`src/hw/rtl/sdc_pkg.sv`:
```
// Shared types, constants and helpers for the slab dipole correction block.
// Used by sdc_mul, sdc_div12 and slab_dipole_correction_top; no dependencies.
package sdc_pkg;

    // Fixed point layout: inputs Q(32-F).F, sums and results Q(64-2F).2F
    localparam int FRAC_BITS = 16;
    localparam int SHIFT_W   = 6;

    localparam logic [SHIFT_W-1:0] SH_NONE = SHIFT_W'(0);
    localparam logic [SHIFT_W-1:0] SH_HALF = SHIFT_W'(1);
    localparam logic [SHIFT_W-1:0] SH_F    = SHIFT_W'(FRAC_BITS);
    localparam logic [SHIFT_W-1:0] SH_2F   = SHIFT_W'(2 * FRAC_BITS);
    localparam logic [SHIFT_W-1:0] SH_INV  = SHIFT_W'(48);
    localparam logic [SHIFT_W-1:0] SH_PI2  = SHIFT_W'(60);
    localparam logic [SHIFT_W-1:0] SH_PI4  = SHIFT_W'(59);
    localparam logic [SHIFT_W-1:0] SH_DIV3 = SHIFT_W'(63);

    // pi in Q3.61
    localparam logic [63:0] PI_Q61 = 64'h6487_ED51_10B4_611A;

    // (2^63 + 1) / 3, reciprocal of three in Q1.63
    localparam logic [63:0] RECIP3_Q63 = 64'h2AAA_AAAA_AAAA_AAAB;

    // Net charge counts as nonzero above 1e-5: |Q| * 100000 > 2^F
    localparam logic [16:0] CHARGE_SCALE = 17'd100000;
    localparam logic [48:0] CHARGE_LIMIT = 49'(1) << FRAC_BITS;

    localparam logic signed [63:0] S64_MAX = 64'sh7FFF_FFFF_FFFF_FFFF;
    localparam logic signed [63:0] S64_MIN = 64'sh8000_0000_0000_0000;

    // Item modes
    localparam logic [1:0] MODE_CLEAR = 2'd0;
    localparam logic [1:0] MODE_ACC   = 2'd1;
    localparam logic [1:0] MODE_CORR  = 2'd2;

    // Register indexes
    localparam logic [7:0] REG_INV_VOLUME   = 8'd0;
    localparam logic [7:0] REG_SLAB_HEIGHT  = 8'd1;
    localparam logic [7:0] REG_TOTAL_CHARGE = 8'd2;
    localparam logic [7:0] REG_COULOMB      = 8'd3;
    localparam logic [7:0] REG_ATOM_EN      = 8'd4;
    localparam logic [7:0] REG_GLOBAL_EN    = 8'd5;

    // One request to the shared multiplier
    typedef struct packed {
        logic [63:0]        a;
        logic               a_signed;
        logic [63:0]        b;
        logic               b_signed;
        logic [SHIFT_W-1:0] sh;
        logic               flip;
    } mul_req_t;

    typedef struct packed {
        logic signed [63:0] res;
        logic               clip;
    } sat_t;

    // Saturating add or subtract of two signed 64-bit values
    function automatic sat_t sat_addsub(logic signed [63:0] a, logic signed [63:0] b,
                                        logic sub);
        logic signed [64:0] s;
        sat_t o;
        s = sub ? ({a[63], a} - {b[63], b}) : ({a[63], a} + {b[63], b});
        o.clip = (s[64] != s[63]);
        o.res  = o.clip ? (s[64] ? S64_MIN : S64_MAX) : s[63:0];
        return o;
    endfunction

endpackage

```
`src/hw/rtl/sdc_div12.sv`:
```
// Signed divide by twelve, truncating toward zero, as one reciprocal multiply.
// Builds the request for the shared sdc_mul; depends on sdc_pkg.
module sdc_div12 (
    input  logic signed [63:0] x,
    output sdc_pkg::mul_req_t  req
);
    import sdc_pkg::*;

    logic [63:0] x_mag;
    logic [63:0] quarter;

    // |x| / 12 is floor(n / 3) with n = |x| / 4; rounding (n - 1) / 3 to the
    // nearest lands on floor(n / 3), and the sign of x goes back on as a flip
    always_comb
    begin
        x_mag   = x[63] ? (64'd0 - x) : x;
        quarter = x_mag >> 2;
        req     = '{a: quarter - 64'd1, a_signed: 1'b1, b: RECIP3_Q63, b_signed: 1'b0,
                    sh: SH_DIV3, flip: x[63]};
    end

endmodule
```
`config.mk`:
```
export PLATFORM = sky130hd
export DESIGN_NAME = sdc_div12
export DESIGN_NICKNAME = d
export VERILOG_FILES = /design/src/hw/rtl/sdc_pkg.sv /design/src/hw/rtl/sdc_div12.sv
export SDC_FILE = /design/constraint.sdc
export NUM_CORES = 1
export LEC_CHECK = 0
export BUFFER_PORTS_ARGS = -buffer_cell sky130_fd_sc_hd__buf_2
export CAP_MARGIN = 10
export CORE_MARGIN = 8
export CORE_UTILIZATION = 48
export DETAILED_ROUTE_END_ITERATION = 10
export GPL_ROUTABILITY_DRIVEN = 1
export PLACE_DENSITY = 0.83
export SLEW_MARGIN = 20
export SYNTH_ARGS = -nofsm -noshare
export SYNTH_HDL_FRONTEND = slang
export SYNTH_SLANG_ARGS = --single-unit
```
`constraint.sdc`:
```
create_clock -name vclk -period 8.18
set_clock_uncertainty 0.15 [all_clocks]
set_input_delay 1.636 -clock vclk [all_inputs]
set_output_delay 1.636 -clock vclk [all_outputs]
set_load 0.005 [all_outputs]
```
==> out/results.txt <==
Status: finished clean
Pin count of the biggest net entering global routing: 55
Total inserted antenna cells: 0
Comb power frac: 100.0%
Setup Viol. Count Final: 0
Cell taking the most area after synthesis: buf_4
Antenna violations before repair: 0
Hold Vio Cnt, Final: 0
GP Congestion: 0.947
GRT overflow: 0
Maximum vdd ir drop: 0.0227 mV
Initial DRC Count: 356
Fraction of layout cells with a size suffix above 1: 24.8%
Max-slew violations: 0
Setup crit end: req[133]
Max Cap Viol: 0
PwrDens: 48.7 nW/µm²
Average wire per standard cell: 16.4 µm
Worst setup margin: 561 ps
First-pass GRT wire length: 20500 µm
Hold WC Path Type: input port to primary output
Total power: 0.203 mW
Layout area overhead: 10.2%
Final ANT Viol Nets: 0
Fraction of the cycle the final worst path needs: 93.1%
RSZ-0062 raised after global routing: false
Placed cell count: 766
Layout clock buffer count: 0
CP startpoint: x[26]
Final cell count without fillers: 766
Pin slew with the least headroom to its limit: 784 ps
YS warnings: 0
Die Y: 105 µm
Detailed placer's ending HPWL: 10500 µm
Drt pass-1 iters: 5
Vias in the first global route: 4408
Main area contributors after synthesis: buf_4, xnor2_1, xor2_1
Sequential fraction of the synthesis area: 0%
Clock power frac: 0%
Post-CTS Setup Bufs: 0
Leakage: 1.65 nW
Total negative slack: 0 ps
Seq. cell area: 0 µm²
# hold bufs at CTS: 0
Ports: 201
DIE WIDTH: 105 µm
Sw Ratio: 58.8%
Mapped Avg Cell Area: 6.73 µm²
Final WL: 12600 µm
Vias post-DR: 4443
Fmax: 131 MHz
Critical path type: input port to primary output
Final Util: 54.3%
Critical path launch point type: input port
Fin nets: 731
GRT Total Usage: 20.9%
Die footprint: 11000 µm²
Vias per cell: 5.80
Crit. End Element: primary output
Worst Path Required: 6390 ps
Footprint of the multi-input gates: 3340 µm²
PortBufs: 129
Rel. slew slack: 47.3%
# fillers: 777
Synth Cell Area: 3780 µm²
Share of the synthesized area in the top cell type: 14.7%
Sequential cell fraction of total power: 0%
Initial core utilization: 49.2%
Drt drc: 0
Crit-path max FO: 9
Minimum clock period: 7620 ps
# resized after CTS: 0
Final sequential cell count: 0
Core area: 7690 µm²
Internal: 0.0836 mW
Post-synth cell types: 64
Cells after Synth: 562
Worst path arrival time: 5830 ps
Row Count: 32
Pre-CTS setup slack: 682 ps
NetSw: 0.119 mW
==> power groups by stage <==
stage               Combinational [mW]  Sequential, mW  Clock [mW]
finish                           0.203               0           0
global route                     0.224               0           0
CTS                              0.201               0           0
detailed placement               0.200               0           0
global placement                 0.196               0           0
floorplan                        0.145               0           0
==> cell families (layout without fill, tap and decap cells) <==
kind of cell	after synthesis	after routing	share of synthesized area [%]
AO/OA/AOI/OAI	87	87	17.9
multiplexers	10	10	2.68
AND/OR/NAND/NOR	249	249	35.9
XOR/XNOR	104	104	24.3
adder cells (fa/ha/maj)	1	1	0.331
buffers and inverters	109	141	18.7
other	2	72	0.198
==> synthesized netlist by cell type, types with 3 or more instances <==
| library cell | number |
|---|---|
| a31oi_1 | 9 |
| xor2_1 | 50 |
| and3_1 | 3 |
| nand2_1 | 44 |
| a21oi_1 | 6 |
| nor2b_1 | 5 |
| inv_1 | 8 |
| nor3_1 | 29 |
| o21ai_0 | 16 |
| mux2i_1 | 9 |
| or4_1 | 6 |
| nor2_1 | 46 |
| nand3_1 | 26 |
| or2_2 | 13 |
| buf_4 | 74 |
| buf_2 | 6 |
| clkbuf_1 | 17 |
| a311oi_1 | 3 |
| nand4_1 | 15 |
| and4_1 | 6 |
| o31ai_1 | 12 |
| o41ai_1 | 10 |
| o211ai_1 | 3 |
| xnor2_1 | 53 |
| nor4_1 | 16 |
| nand2b_1 | 4 |
| or3_1 | 19 |
==> worst min path at each step <==
stage / start / cells after the start / end / slack [ps]
after floorplan: x[32] / 1 / req[103] / 3180
after global placement: x[53] / 3 / req[124] / 3420
after detailed placement: x[12] / 3 / req[83] / 3430
after CTS: x[12] / 3 / req[83] / 3430
after global routing: x[12] / 3 / req[83] / 3450
final: x[48] / 3 / req[119] / 3430
==> worst max-delay path: stages <==
cell	delay (ps)
buf_2	130
nor4_1	600
nand4_2	330
o41ai_1	740
mux2i_1	450
and4_1	310
nand4b_1	330
or4_4	700
nor4_4	320
xnor2_1	150
buf_2	140
==> metal layers <==
metal / part of all wire [%] / GRT usage (%) / up-vias
met3: 7.8 / 3.07 / 31
met4: 2.5 / 6.12 / 0
met1: 41 / 25.3 / 2059
met5: 0 / 0 / -
met2: 49 / 37.1 / 250
li1: - / - / 2103
==> cell type report <==
type / count / area share [%]
repair buffers: 133 / 16.2
inverters: 8 / 0.720
well taps: 102 / 3.06
multi-input cells: 523 / 80.0
==> cell usage in the layout, fill, tap and decap left out, types with 8 or more instances in the layout <==
cell type,n
or2_2,13
nor2_1,46
conb_1,72
o41ai_1,10
nor4_1,16
o31ai_1,12
a31oi_1,9
nand3_1,26
inv_1,8
nand2_1,44
xnor2_1,53
nor3_1,29
or3_1,19
buf_2,129
mux2i_1,9
nand4_1,15
o21ai_0,16
xor2_1,50
==> per-stage QoR <==
step,cell area [µm²],hold WS (ps)
after global placement,4170,3420
final,4170,3430
after floorplan,4050,3180
after CTS,4170,3430
after detailed placement,4170,3430
after global routing,4170,3450
Note: power is estimated with default switching activity, not from simulation.
