[src/hw/rtl/sdc_pkg.sv]
// Shared types, constants and helpers for the slab dipole correction block.
// Used by sdc_mul, sdc_div12 and slab_dipole_correction_top; no dependencies.
package sdc_pkg;

    // Fixed point layout: inputs Q(32-F).F, sums and results Q(64-2F).2F
    localparam int FRAC_BITS = 16;
    localparam int SHIFT_W   = 6;

    localparam logic [SHIFT_W-1:0] SH_NONE = SHIFT_W'(0);
    localparam logic [SHIFT_W-1:0] SH_HALF = SHIFT_W'(1);
    localparam logic [SHIFT_W-1:0] SH_F    = SHIFT_W'(FRAC_BITS);
    localparam logic [SHIFT_W-1:0] SH_2F   = SHIFT_W'(2 * FRAC_BITS);
    localparam logic [SHIFT_W-1:0] SH_INV  = SHIFT_W'(48);
    localparam logic [SHIFT_W-1:0] SH_PI2  = SHIFT_W'(60);
    localparam logic [SHIFT_W-1:0] SH_PI4  = SHIFT_W'(59);
    localparam logic [SHIFT_W-1:0] SH_DIV3 = SHIFT_W'(63);

    // pi in Q3.61
    localparam logic [63:0] PI_Q61 = 64'h6487_ED51_10B4_611A;

    // (2^63 + 1) / 3, reciprocal of three in Q1.63
    localparam logic [63:0] RECIP3_Q63 = 64'h2AAA_AAAA_AAAA_AAAB;

    // Net charge counts as nonzero above 1e-5: |Q| * 100000 > 2^F
    localparam logic [16:0] CHARGE_SCALE = 17'd100000;
    localparam logic [48:0] CHARGE_LIMIT = 49'(1) << FRAC_BITS;

    localparam logic signed [63:0] S64_MAX = 64'sh7FFF_FFFF_FFFF_FFFF;
    localparam logic signed [63:0] S64_MIN = 64'sh8000_0000_0000_0000;

    // Item modes
    localparam logic [1:0] MODE_CLEAR = 2'd0;
    localparam logic [1:0] MODE_ACC   = 2'd1;
    localparam logic [1:0] MODE_CORR  = 2'd2;

    // Register indexes
    localparam logic [7:0] REG_INV_VOLUME   = 8'd0;
    localparam logic [7:0] REG_SLAB_HEIGHT  = 8'd1;
    localparam logic [7:0] REG_TOTAL_CHARGE = 8'd2;
    localparam logic [7:0] REG_COULOMB      = 8'd3;
    localparam logic [7:0] REG_ATOM_EN      = 8'd4;
    localparam logic [7:0] REG_GLOBAL_EN    = 8'd5;

    // One request to the shared multiplier
    typedef struct packed {
        logic [63:0]        a;
        logic               a_signed;
        logic [63:0]        b;
        logic               b_signed;
        logic [SHIFT_W-1:0] sh;
        logic               flip;
    } mul_req_t;

    typedef struct packed {
        logic signed [63:0] res;
        logic               clip;
    } sat_t;

    // Saturating add or subtract of two signed 64-bit values
    function automatic sat_t sat_addsub(logic signed [63:0] a, logic signed [63:0] b,
                                        logic sub);
        logic signed [64:0] s;
        sat_t o;
        s = sub ? ({a[63], a} - {b[63], b}) : ({a[63], a} + {b[63], b});
        o.clip = (s[64] != s[63]);
        o.res  = o.clip ? (s[64] ? S64_MIN : S64_MAX) : s[63:0];
        return o;
    endfunction

endpackage

[src/hw/rtl/sdc_mul.sv]
// Iterative 64x64 multiplier with round-half-away, right shift and saturation.
// Four 32x32 partial products, then round and shift; depends on sdc_pkg.
module sdc_mul (
    input  logic                 clk,
    input  logic                 rst_n,
    input  logic                 start,
    input  sdc_pkg::mul_req_t    req,
    output logic                 busy,
    output logic                 done,
    output logic signed [63:0]   res,
    output logic                 clip
);
    import sdc_pkg::*;

    typedef enum logic [3:0] {
        M_IDLE = 4'b0001,
        M_PROD = 4'b0010,
        M_RND  = 4'b0100,
        M_SHF  = 4'b1000
    } mstate_t;

    mstate_t            state_reg;
    logic [63:0]        a_reg;
    logic [63:0]        b_reg;
    logic [SHIFT_W-1:0] sh_reg;
    logic               neg_reg;
    logic [1:0]         cnt_reg;
    logic [127:0]       acc_reg;
    logic               done_reg;
    logic signed [63:0] res_reg;
    logic               clip_reg;

    logic [31:0]  a_half;
    logic [31:0]  b_half;
    logic [63:0]  part;
    logic [127:0] addend;
    logic [127:0] half;
    logic [127:0] shifted;
    logic [63:0]  limit;
    logic         over;
    logic         a_neg;
    logic         b_neg;

    // Select one partial product and place it
    always_comb
    begin
        a_half = cnt_reg[0] ? a_reg[63:32] : a_reg[31:0];
        b_half = cnt_reg[1] ? b_reg[63:32] : b_reg[31:0];
        part   = a_half * b_half;
        case (cnt_reg)
            2'd0:    addend = {64'd0, part};
            2'd3:    addend = {part, 64'd0};
            default: addend = {32'd0, part, 32'd0};
        endcase
        half    = (sh_reg == SH_NONE) ? 128'd0 : (128'd1 << (sh_reg - SHIFT_W'(1)));
        shifted = acc_reg >> sh_reg;
        limit   = neg_reg ? 64'h8000_0000_0000_0000 : 64'h7FFF_FFFF_FFFF_FFFF;
        over    = (shifted[127:64] != 64'd0) || (shifted[63:0] > limit);
        a_neg   = req.a_signed & req.a[63];
        b_neg   = req.b_signed & req.b[63];
    end

    always_ff @(posedge clk or negedge rst_n)
    begin
        if (!rst_n)
        begin
            state_reg <= M_IDLE;
            done_reg  <= 1'b0;
        end
        else
        begin
            done_reg <= 1'b0;
            unique case (state_reg)
                M_IDLE:
                begin
                    if (start)
                    begin
                        state_reg <= M_PROD;
                        cnt_reg   <= 2'd0;
                        acc_reg   <= 128'd0;
                    end
                end
                M_PROD:
                begin
                    acc_reg <= acc_reg + addend;
                    cnt_reg <= cnt_reg + 2'd1;
                    if (cnt_reg == 2'd3)
                        state_reg <= M_RND;
                end
                M_RND:
                begin
                    acc_reg   <= acc_reg + half;
                    state_reg <= M_SHF;
                end
                M_SHF:
                begin
                    clip_reg  <= over;
                    res_reg   <= neg_reg ? -(over ? limit : shifted[63:0])
                                         : (over ? limit : shifted[63:0]);
                    done_reg  <= 1'b1;
                    state_reg <= M_IDLE;
                end
                default: state_reg <= M_IDLE;
            endcase
        end
    end

    // Capture operand magnitudes and the result sign on start
    always_ff @(posedge clk)
    begin
        if (start && state_reg == M_IDLE)
        begin
            a_reg   <= a_neg ? -req.a : req.a;
            b_reg   <= b_neg ? -req.b : req.b;
            sh_reg  <= req.sh;
            neg_reg <= a_neg ^ b_neg ^ req.flip;
        end
    end

    assign busy = (state_reg != M_IDLE);
    assign done = done_reg;
    assign res  = res_reg;
    assign clip = clip_reg;

endmodule

[config.mk]
export PLATFORM = sky130hd
export DESIGN_NAME = sdc_mul
export DESIGN_NICKNAME = d
export VERILOG_FILES = /design/src/hw/rtl/sdc_pkg.sv /design/src/hw/rtl/sdc_mul.sv
export SDC_FILE = /design/constraint.sdc
export NUM_CORES = 2
export LEC_CHECK = 0
export BUFFER_PORTS_ARGS = -buffer_cell sky130_fd_sc_hd__buf_2
export CORE_MARGIN = 2
export CORE_UTILIZATION = 55
export DETAILED_ROUTE_END_ITERATION = 8
export PLACE_DENSITY = 0.75
export SLEW_MARGIN = 10
export SYNTH_ARGS = -nofsm -noshare
export SYNTH_HDL_FRONTEND = slang
export SYNTH_SLANG_ARGS = --single-unit
[constraint.sdc]
create_clock -name clk -period 15.6 [get_ports clk]
set_input_delay 4.68 -clock clk [delete_from_list [all_inputs] [get_ports clk]]
set_output_delay 4.68 -clock clk [all_outputs]
set_load 0.03 [all_outputs]
==> flow_summary.ini <==
[status]
status = finished, violations left
violations = DRC

[placed_design]
io_buffers = 206
place_hpwl_um = 220000
gp_congestion = 1.03

[cells_and_area]
final-seq-area_um2 = 10000
n_fill_cell = 11000
multi_input_area_um2 = 54900
largest_reg_flops = 128
area_growth_pct = 6.36
layout-drive-gt1-share_pct = 11.5
layout.nets = 9354

[drt]
drt_pre_antenna_iters = 9
viasPerCell = 6.66
wire_per_inst_um = 29.0
vias = 63600
wl_um = 277000
drc = 1
drtIter0Drc = 8698
antenna_left = 0

[logic_synthesis]
yosysTopAreaCell = fa_1
synth-main-ff-cell = edfxtp_1
postSynthRegisterBits = 335
synth_edf_count = 330
synth-async-reset-ratio_pct = 1.49
yosysTopAreaCellShare_pct = 25.7
syn_avg_cell_area_um2 = 8.89
synthesis.nets = 9372
synthCells = 7871
ys_seq_area_share_pct = 14.3
yosys-top-cells-area = fa_1 (26%), edfxtp_1 (14%), ha_1 (8.3%)
synth_cell_types = 92
netlist_area_um2 = 70000
ys.warnings.count = 0

[cts]
cts_post_setup_buffers_inserted = 0
htree_levels = 2
clock_latency_ns = 0.66
ctsHoldBuffers = 0
cts-root-buf = clkbuf_16
cts_tree = done
ctsResizeCount = 0
clk_pin_slew_ns = 0.06
cts_max_path_buffers = 3
cts_made_buffers = 45
clock-sinks = 335

[worst_setup_path]
criticalPathCategory = register to register
cp.required_ns = 15.98
max_stage_delay_ns = 1.02
cp-start-kind = register
critPathTopFamily = compound AO/OA/AOI/OAI gates
rrSetupSlack_ns = 0.60
cp_max_fo = 27
cp_slowest_cell = mux2i_4
critPathBufInv = 3
cp-startpoint = cnt_reg[0]
worstRegToRegCells = 37
crit_arrival_ns = 15.37
cp_common_cell = fa_1
cp-endpoint = acc_reg[126]
r2r-start = cnt_reg[0]
cp.depth = 37
worstReg2RegEnd = acc_reg[126]
end_kind = register

[floorplan]
core-area_um2 = 126000
initial_core_util_pct = 55.6
die_x_um = 361
dieArea_um2 = 130000
die_h_um = 361
ios = 207
fp-row-count = 130

[timing]
hold_viol = 0
setup_viol = 0
fin_skew_ns = 0.0394
max_freq_mhz = 66.7
finalCritPeriodShare_pct = 96.1
post-route-min-period_ns = 15.00
rsz0062_at_grt = no
maxSlewHeadroom_pct = 11.5
fin_tns_setup_ns = 0
worst_pin_slew_ns = 1.31
finalMaxSlewViolations = 0

[global_route]
antenna_found_initial = 13
overflow = 0
grt_max_degree = 153
grt_pass1_vias = 62500
grt_pass1_wl_um = 406000
grtUsageTotal_pct = 42.1

[hold_path]
holdCritPathClass = register to register

[run]
cap_violations = 0
-- metrics by stage --
| step | setup WS, ns | cells | utilization [%] | hold WS (ns) | cell area, um2 |
|---|---|---|---|---|---|
| floorplan | 1.20 | 7871 | - | 0.503 | 70000 |
| global placement | 1.48 | 9456 | 58.0 | 0.560 | 73000 |
| detailed placement | 1.14 | 9456 | 58.0 | 0.607 | 73000 |
| CTS | 1.10 | 9538 | 59.1 | 0.606 | 74400 |
| global route | 0.165 | 9538 | 59.1 | 0.657 | 74400 |
| finish | 0.602 | 9550 | 59.1 | 0.613 | 74400 |
-- cells in the mapped netlist, drive strengths merged (51+ instances only) --
cell type  instances
nor2            1060
inv              983
fa               897
nand2            837
ha               464
a21oi            367
clkbuf           338
edfxtp           330
o21ai            263
mux4             209
mux2i            191
xnor2            182
mux2             155
nor3             149
a21o             130
xor2             124
nand3            101
buf              100
nand4             90
a31oi             60
o22ai             57
and2              55
nor4              51
-- worst reg2reg max path: cells and delay by family (launching register included) --
kind,cells,cell delay (ns)
simple gates,7,1.77
compound gates,14,5.06
fa+ha+maj,10,4.86
mux,1,1.03
xor+xnor,2,0.62
buf+inv,3,0.63
flops,1,0.77
-- area by class of cell --
class,instances,share of cell area [%]
inverter,986,4.98
antenna,12,0.0403
multi-input combinational,6112,73.7
timing repair buffer,373,3.10
sequential,335,13.5
clock inverter,31,0.314
clock buffer,51,1.57
tap,1650,2.77
-- layer usage --
metal	track usage, %	routed length (um)
met2	61.9	117000
met3	14.3	36300
met1	53.2	101000
met5	1.37	309
met4	25.8	21500
-- cell families (layout without fill, tap and decap cells) --
group | after synthesis | count (layout) | synth area share, %
xor+xnor | 306 | 306 | 3.83
compound gates | 1320 | 1320 | 12.2
mux | 555 | 555 | 12.0
flops | 335 | 335 | 14.3
buf+inv | 1424 | 1441 | 7.75
fa+ha+maj | 1361 | 1361 | 34.0
other cells | 0 | 12 | 0
simple gates | 2570 | 2570 | 15.9
-- layout by cell type (no fill, tap or decap), drive strengths merged, types with 26 or more instances in the layout --
master / n
a211oi: 33
a21o: 130
a21oi: 367
a31oi: 60
and2: 55
and3: 36
buf: 373
clkbuf: 51
edfxtp: 330
fa: 897
ha: 464
inv: 987
mux2: 155
mux2i: 191
mux4: 209
nand2: 837
nand2b: 33
nand3: 101
nand4: 90
nor2: 1060
nor2b: 42
nor3: 149
nor4: 51
o211ai: 26
o21a: 39
o21ai: 263
o21bai: 44
o221ai: 26
o22ai: 57
o31ai: 40
or3: 28
xnor2: 182
xor2: 124
-- how the worst min path moves through the flow --
stage / end / start / slack [ns] / cells after the start
4_1_cts: done / state_reg[1] / 0.61 / 1
3_3_place_gp: done / state_reg[1] / 0.56 / 1
2_1_floorplan: done / state_reg[1] / 0.50 / 1
5_1_grt: done / state_reg[1] / 0.66 / 1
3_5_place_dp: done / state_reg[1] / 0.61 / 1
6_report: done / state_reg[1] / 0.61 / 1
Power is left out: the tool's default activity adds up to more than one toggle a clock period on the data nets, which glitch-free logic cannot reach.
